==> src/sv/nearest_object_visit_planner_core_defines.svh <==
// ----------------------------------------------------------------------------
// nearest_object_visit_planner_core_defines
// Assertion macros used by the visit planner datapath.
// ----------------------------------------------------------------------------
`ifndef NEAREST_OBJECT_VISIT_PLANNER_CORE_DEFINES_SVH
`define NEAREST_OBJECT_VISIT_PLANNER_CORE_DEFINES_SVH

// same-cycle implication
`define NOVP_ASSERT_IMPL(label, clk, rst_n, ante, cons, msg) \
	label: assert property (@(posedge clk) disable iff (!rst_n) (ante) |-> (cons)) \
		else $error(msg);

// next-cycle implication
`define NOVP_ASSERT_NEXT(label, clk, rst_n, ante, cons, msg) \
	label: assert property (@(posedge clk) disable iff (!rst_n) (ante) |=> (cons)) \
		else $error(msg);

`endif

==> src/sv/novp_pkg.sv <==
// ----------------------------------------------------------------------------
// novp_pkg
// Types, codes and helpers of the nearest object visit planner.
// ----------------------------------------------------------------------------
package novp_pkg;

	// operation codes
	typedef enum logic [1:0] {
		OP_POSE   = 2'd0,
		OP_MARKER = 2'd1,
		OP_EVAL   = 2'd2
	} op_t;

	// configuration register indexes
	localparam logic [1:0] CFG_REACH  = 2'd0;
	localparam logic [1:0] CFG_MARGIN = 2'd1;
	localparam logic [1:0] CFG_BUFFER = 2'd2;

	localparam logic [19:0] REACH_RST  = 20'd39322;
	localparam logic [19:0] MARGIN_RST = 20'd32768;
	localparam logic [19:0] BUFFER_RST = 20'd13107;

	// visit point codes
	localparam logic [1:0] PT_NORTH = 2'd0;
	localparam logic [1:0] PT_SOUTH = 2'd1;
	localparam logic [1:0] PT_EAST  = 2'd2;
	localparam logic [1:0] PT_WEST  = 2'd3;

	localparam logic [4:0] ISQRT_LAST = 5'd24;

	localparam logic signed [15:0] HZ_ONE   = 16'sd32767;
	localparam logic signed [15:0] HZ_HALF  = 16'sd23170;
	localparam logic [14:0]        HW_ONE   = 15'd32767;
	localparam logic [14:0]        HW_HALF  = 15'd23170;

	typedef struct packed {
		logic [1:0]         operation;
		logic signed [31:0] coord_x;
		logic signed [31:0] coord_y;
		logic signed [31:0] object_id;
		logic [23:0]        object_width;
		logic [23:0]        object_height;
		logic               is_add;
	} in_item_t;

	typedef struct packed {
		logic signed [31:0] goal_x;
		logic signed [31:0] goal_y;
		logic signed [31:0] goal_object;
		logic signed [15:0] heading_z;
		logic [14:0]        heading_w;
	} out_item_t;

	typedef struct packed {
		logic [1:0]  index;
		logic [19:0] value;
	} cfg_item_t;

	typedef struct packed {
		logic signed [31:0] id;
		logic signed [31:0] cx;
		logic signed [31:0] cy;
		logic [24:0]        radius;
	} entry_t;

	typedef enum logic [4:0] {
		ST_IDLE, ST_DECODE,
		ST_M_RD, ST_M_CHK, ST_M_SQ, ST_M_SUM, ST_M_ROOT, ST_M_WR,
		ST_E_RD, ST_E_LOAD, ST_E_PT, ST_DWAIT, ST_E_CMP, ST_E_WB, ST_C_CMP, ST_E_PICK,
		ST_F_RD, ST_F_LOAD, ST_F_PT, ST_F_CMP, ST_EMIT
	} state_t;

	typedef enum logic [1:0] {
		PH_MARK, PH_CENTRE, PH_FINAL
	} phase_t;

	// controller to datapath
	typedef struct packed {
		logic in_ready;
		logic set_pose;
		logic scan_init;
		logic eval_init;
		logic rd_entry;
		logic rd_tgt;
		logic inc_idx;
		logic sq_wh;
		logic root_init;
		logic root_step;
		logic wr_entry;
		logic load_marks;
		logic clr_k;
		logic inc_k;
		logic pt_load;
		logic pt_centre;
		logic mark_near;
		logic wr_marks;
		logic best_upd;
		logic pick;
		logic fbest_upd;
		logic emit;
	} cmd_t;

	// datapath to controller
	typedef struct packed {
		logic in_fire;
		op_t  op;
		logic is_add;
		logic scan_end;
		logic full;
		logic id_match;
		logic root_last;
		logic mark_set;
		logic k_last;
		logic marks_full;
		logic has_target;
		logic out_free;
	} status_t;

	// centre plus or minus radius, saturated to 32 bits
	function automatic logic signed [31:0] sat_offset(input logic signed [31:0] c,
			input logic [24:0] r, input logic sub);
		logic [33:0] s;
		s = sub ? ({{2{c[31]}}, c} - {9'd0, r}) : ({{2{c[31]}}, c} + {9'd0, r});
		if (s[33:31] == 3'b000 || s[33:31] == 3'b111)
			return s[31:0];
		else if (s[33])
			return 32'sh8000_0000;
		else
			return 32'sh7fff_ffff;
	endfunction

endpackage

==> src/sv/novp_ctrl.sv <==
// ----------------------------------------------------------------------------
// novp_ctrl
// Sequencer of the visit planner: pose update, marker insert, evaluate scan and goal pick.
// ----------------------------------------------------------------------------
module novp_ctrl (
	input  logic              clk,
	input  logic              arst_n,
	input  novp_pkg::status_t st,
	output novp_pkg::cmd_t    cmd
);
	import novp_pkg::*;

	state_t state_q, state_d;
	phase_t phase_q;
	logic [1:0] dly_q;

	// state register, distance wait counter and return phase
	always_ff @(posedge clk or negedge arst_n) begin
		if (!arst_n) begin
			state_q <= ST_IDLE;
			phase_q <= PH_MARK;
			dly_q   <= 2'd0;
		end else begin
			state_q <= state_d;
			dly_q   <= (state_q == ST_DWAIT) ? dly_q + 2'd1 : 2'd0;
			case (state_q)
				ST_E_PT: phase_q <= PH_MARK;
				ST_E_WB: phase_q <= PH_CENTRE;
				ST_F_PT: phase_q <= PH_FINAL;
				default: phase_q <= phase_q;
			endcase
		end
	end

	// next state
	always_comb begin
		state_d = state_q;
		unique case (state_q)
			ST_IDLE:   if (st.in_fire) state_d = ST_DECODE;
			ST_DECODE: begin
				unique case (st.op)
					OP_POSE:   state_d = ST_IDLE;
					OP_MARKER: state_d = st.is_add ? ST_M_RD : ST_IDLE;
					OP_EVAL:   state_d = ST_E_RD;
					default:   state_d = ST_IDLE;
				endcase
			end
			ST_M_RD: begin
				if (st.scan_end) state_d = st.full ? ST_IDLE : ST_M_SQ;
				else state_d = ST_M_CHK;
			end
			ST_M_CHK:  state_d = st.id_match ? ST_IDLE : ST_M_RD;
			ST_M_SQ:   state_d = ST_M_SUM;
			ST_M_SUM:  state_d = ST_M_ROOT;
			ST_M_ROOT: if (st.root_last) state_d = ST_M_WR;
			ST_M_WR:   state_d = ST_IDLE;
			ST_E_RD:   state_d = st.scan_end ? ST_E_PICK : ST_E_LOAD;
			ST_E_LOAD: state_d = ST_E_PT;
			ST_E_PT: begin
				if (!st.mark_set) state_d = ST_DWAIT;
				else if (st.k_last) state_d = ST_E_WB;
			end
			ST_DWAIT: begin
				if (dly_q == 2'd2) begin
					unique case (phase_q)
						PH_MARK:   state_d = ST_E_CMP;
						PH_CENTRE: state_d = ST_C_CMP;
						PH_FINAL:  state_d = ST_F_CMP;
						default:   state_d = ST_IDLE;
					endcase
				end
			end
			ST_E_CMP:  state_d = st.k_last ? ST_E_WB : ST_E_PT;
			ST_E_WB:   state_d = st.marks_full ? ST_E_RD : ST_DWAIT;
			ST_C_CMP:  state_d = ST_E_RD;
			ST_E_PICK: state_d = st.has_target ? ST_F_RD : ST_IDLE;
			ST_F_RD:   state_d = ST_F_LOAD;
			ST_F_LOAD: state_d = ST_F_PT;
			ST_F_PT: begin
				if (!st.mark_set) state_d = ST_DWAIT;
				else if (st.k_last) state_d = ST_EMIT;
			end
			ST_F_CMP:  state_d = st.k_last ? ST_EMIT : ST_F_PT;
			ST_EMIT:   if (st.out_free) state_d = ST_IDLE;
			default:   state_d = ST_IDLE;
		endcase
	end

	// commands
	always_comb begin
		cmd = '0;
		unique case (state_q)
			ST_IDLE:   cmd.in_ready = 1'b1;
			ST_DECODE: begin
				unique case (st.op)
					OP_POSE:   cmd.set_pose = 1'b1;
					OP_MARKER: cmd.scan_init = st.is_add;
					OP_EVAL:   cmd.eval_init = 1'b1;
					default:   cmd = '0;
				endcase
			end
			ST_M_RD:   cmd.rd_entry = !st.scan_end;
			ST_M_CHK:  cmd.inc_idx = !st.id_match;
			ST_M_SQ:   cmd.sq_wh = 1'b1;
			ST_M_SUM:  cmd.root_init = 1'b1;
			ST_M_ROOT: cmd.root_step = 1'b1;
			ST_M_WR:   cmd.wr_entry = 1'b1;
			ST_E_RD:   begin
				cmd.rd_entry = !st.scan_end;
				cmd.clr_k    = 1'b1;
			end
			ST_E_LOAD: cmd.load_marks = 1'b1;
			ST_E_PT: begin
				cmd.pt_load = !st.mark_set;
				cmd.inc_k   = st.mark_set && !st.k_last;
			end
			ST_DWAIT:  cmd = '0;
			ST_E_CMP: begin
				cmd.mark_near = 1'b1;
				cmd.inc_k     = !st.k_last;
			end
			ST_E_WB: begin
				cmd.wr_marks  = 1'b1;
				cmd.pt_centre = !st.marks_full;
				cmd.inc_idx   = st.marks_full;
			end
			ST_C_CMP: begin
				cmd.best_upd = 1'b1;
				cmd.inc_idx  = 1'b1;
			end
			ST_E_PICK: cmd.pick = 1'b1;
			ST_F_RD: begin
				cmd.rd_tgt = 1'b1;
				cmd.clr_k  = 1'b1;
			end
			ST_F_LOAD: cmd.load_marks = 1'b1;
			ST_F_PT: begin
				cmd.pt_load = !st.mark_set;
				cmd.inc_k   = st.mark_set && !st.k_last;
			end
			ST_F_CMP: begin
				cmd.fbest_upd = 1'b1;
				cmd.inc_k     = !st.k_last;
			end
			ST_EMIT:   cmd.emit = st.out_free;
			default:   cmd = '0;
		endcase
	end

endmodule

==> config.mk <==
export PLATFORM = sky130hd
export DESIGN_NAME = novp_ctrl
export DESIGN_NICKNAME = d
export VERILOG_FILES = /design/src/sv/nearest_object_visit_planner_core_defines.svh /design/src/sv/novp_pkg.sv /design/src/sv/novp_ctrl.sv
export SDC_FILE = /design/constraint.sdc
export NUM_CORES = 1
export LEC_CHECK = 0
export BUFFER_PORTS_ARGS = -buffer_cell sky130_fd_sc_hd__buf_2
export CAP_MARGIN = 25
export CORE_AREA = 2 2 53 55
export DETAILED_ROUTE_END_ITERATION = 7
export DIE_AREA = 0 0 55 57
export GPL_ROUTABILITY_DRIVEN = 0
export PLACE_DENSITY = 0.74
export SYNTH_ARGS = -nofsm -noshare
export SYNTH_HDL_FRONTEND = slang
export SYNTH_SLANG_ARGS = --single-unit
==> constraint.sdc <==
create_clock -name clk -period 2.8 [get_ports clk]
set_input_delay 0.14 -clock clk [delete_from_list [all_inputs] [get_ports clk]]
set_output_delay 0.14 -clock clk [all_outputs]
set_load 0.02 [all_outputs]
==> results by group <==
Run status
  • Outcome: finished, final reports clean

Synth
  • Synth Net Count: around 170
  • #FFs+latches synth: 9
  • Async set-or-reset flop fraction in the synthesized netlist: 1.00
  • Ys Warns: 0
  • Synth area leaders: dfrtp_1 (21%), nor2_1 (9.7%), ha_1 (8.0%)
  • Register area share after synthesis: 0.207
  • Cell variety after synth: 45
  • Mapped Area: ~1100 µm²
  • Syn avg cell area: between 7 and 8 µm²
  • Dominant cell type by area after synthesis: dfrtp_1
  • Number of synthesized flops with an enable pin: 0
  • Post-synth top flop: dfrtp_1
  • Mapped Cells: approximately 150
  • Yosys top cell area share: 0.207

Final layout
  • P&R area growth vs syn: 20.2%
  • # diodes: 0
  • Fillers: 267
  • Number of nets in the final layout: slightly above 200
  • Most common cell after layout, fill and taps aside: buf_2
  • Share of post-route cells with drive strength above 1: 0.293
  • Commonest non-fill, non-tap cells in the layout: buf_2 (36), nor2_1 (28), inv_1 (12)

Floorplanning
  • Die H: around 57 µm
  • Die Footprint: 3140 µm²
  • Initial Utilization: 0.416
  • Total I/O pin count: 37
  • Core ar.: 2620 µm²
  • Rows: 19
  • Chip width: about 55 µm

Routing
  • Drt pass-1 iters: 5
  • Via Count: between 1000 and 1500
  • DR iter-0 viols: 54
  • Final wirelength: slightly below 3000 µm
  • Wire per inst: 14.1 µm
  • ANT nets after route: 0
  • Vias/cell: roughly 5.8
  • DR DRC count: 0

Global route
  • Top Usage Layer GRT: met2
  • Grt total ovfl: 0
  • Initial antenna violation count: 0
  • M2 GR Usage: 0.306
  • GRT Total Usage: 0.204
  • First-pass GRT wire length: slightly below 5000 µm
  • Vias in the first global route: 1081
  • Met1 usage: 0.296
  • Met3 usage: 0.0419
  • Largest net degree at the start of global routing: 24

Clocking
  • Clk slew on worst S/H paths: around 0.060 ns
  • Clock root cell: clkbuf_4
  • Worst-skew pair later-pin latency: approximately 0.26 ns
  • Max H-tree Level: 1
  • Clock Tree Buf Depth: 2
  • CTS buffer count: 3
  • CTS tree: built
  • Post-CTS setup buffer count: 0
  • Clk sinks: 9

Critical path
  • Worst R2R Path Depth: 5
  • Most frequent cell on the critical path: nor2_1
  • WP data arrival: 2.13 ns
  • Slowest CP cell: dfrtp_1
  • Crit-path cells: or3b_2, nor2_1, a21oi_1, nor2_1, buf_2
  • Crit path max fanout: 23
  • CP Data Required Time: approximately 2.7 ns
  • CP Capture Type: output port
  • Crit. path cell count: 5
  • Crit-path leading delay family: simple AND/OR/NAND/NOR gates
  • Critical path's largest stage delay: just under 0.8 ns
  • CP Buf/Inv Count: 1
  • Critical path class: reg -> out
  • Startpoint types: flop

STA
  • Final Critical Period: 2.27 ns
  • Final setup skew: approximately 0.00066 ns
  • F_max: approximately 0.44 GHz
  • Setup-failing EPs final: 0
  • RSZ-0062 raised after global routing: no
  • Slew Viols, Final: 0
  • Crit share post-route: 0.812
  • Final setup margin: 0.525 ns
  • Setup TNS: 0 ns
  • Hold Violations, Final: 0
  • Max-slew headroom: 0.540
  • Slew @ Worst Pin: roughly 0.7 ns

Power
  • Pwr dens: between 900 and 1000 nW/µm²
  • VDD IR max: about 0.53 mV
  • Total Power: roughly 1.3 mW
  • Static leakage: 0.638 nW

Place
  • Detailed Place HPWL: 2330 µm
  • Place WS: approximately 0.64 ns
  • IO buf count: 36

Run
  • Maxcap violations: 0

Worst hold path
  • Worst hold path type: in -> async
-- power breakdown --
part           switching, mW  leakage, nW  internal [mW]  total [mW]
combinational          0.473        0.503          0.357       0.830
clock                 0.0453       0.0177         0.0526      0.0979
sequential             0.151        0.117          0.173       0.324
total                  0.670        0.638          0.582        1.25
-- flip-flops by register name, indices dropped and copies added (netlist names) --
| register | count |
|---|---|
| state_q | 5 |
| dly_q | 2 |
| phase_q | 2 |
-- layer usage --
layer / vias up / wire length (µm)
met5: - / 0
met4: 0 / 51
met3: 8 / 264
met2: 71 / 1390
met1: 555 / 1280
li1: 596 / -
-- layout make-up --
type / count / area, µm² / area share
Multi-Input combinational cell: 117 / 767 / 0.586
Tap cell: 31 / 38.8 / 0.0296
Clock buffer: 3 / 22.5 / 0.0172
Sequential cell: 9 / 225 / 0.172
Inverter: 12 / 45.0 / 0.0344
Timing Repair Buffer: 39 / 205 / 0.157
Clock inverter: 1 / 5.00 / 0.00382
-- cell usage after synthesis (all sizes together), types with 4 or more instances --
master	instances
a21oi	4
clkbuf	8
dfrtp	9
ha	7
inv	12
nand2	7
nand2b	4
nor2	28
nor2b	4
nor3	5
o21ai	6
or3b	5
-- cells by family after synthesis --
family | share of synthesized area
simple gates | 0.341
compound gates | 0.253
buf+inv | 0.0885
flops | 0.207
fa+ha+maj | 0.0805
xor+xnor | 0.0161
mux | 0.0138
-- worst paths after layout --
| kind | endpoint | start | slack (ns) |
|---|---|---|---|
| max | cmd[8] | state_q[3] | 0.53 |
| max in group asynchronous | state_q[4] | arst_n | 2.38 |
| min | dly_q[0] | arst_n | 0.25 |
| min reg2reg | dly_q[0] | dly_q[0] | 0.43 |
| min in group clk | state_q[4] | st[0] | 0.26 |
| max reg2reg | state_q[2] | state_q[3] | 0.59 |
-- repair_timing --
item / CTS / global route
hold buffers: 1 / 0
resized for setup: 0 / 0
endpoints found under the setup margin: 0 / 0
endpoints found under the hold margin: 9 / 0
-- per-stage QoR --
stage	util	hold slack (ns)	area [µm²]	std cells
after floorplan	-	-0.156	1090	149
after global placement	0.486	-0.00200	1270	207
after detailed placement	0.486	-0.00336	1270	207
after CTS	0.500	0.245	1310	212
after global routing	0.500	0.251	1310	212
final	0.500	0.253	1310	212
Power figures use the tool's default switching activity.
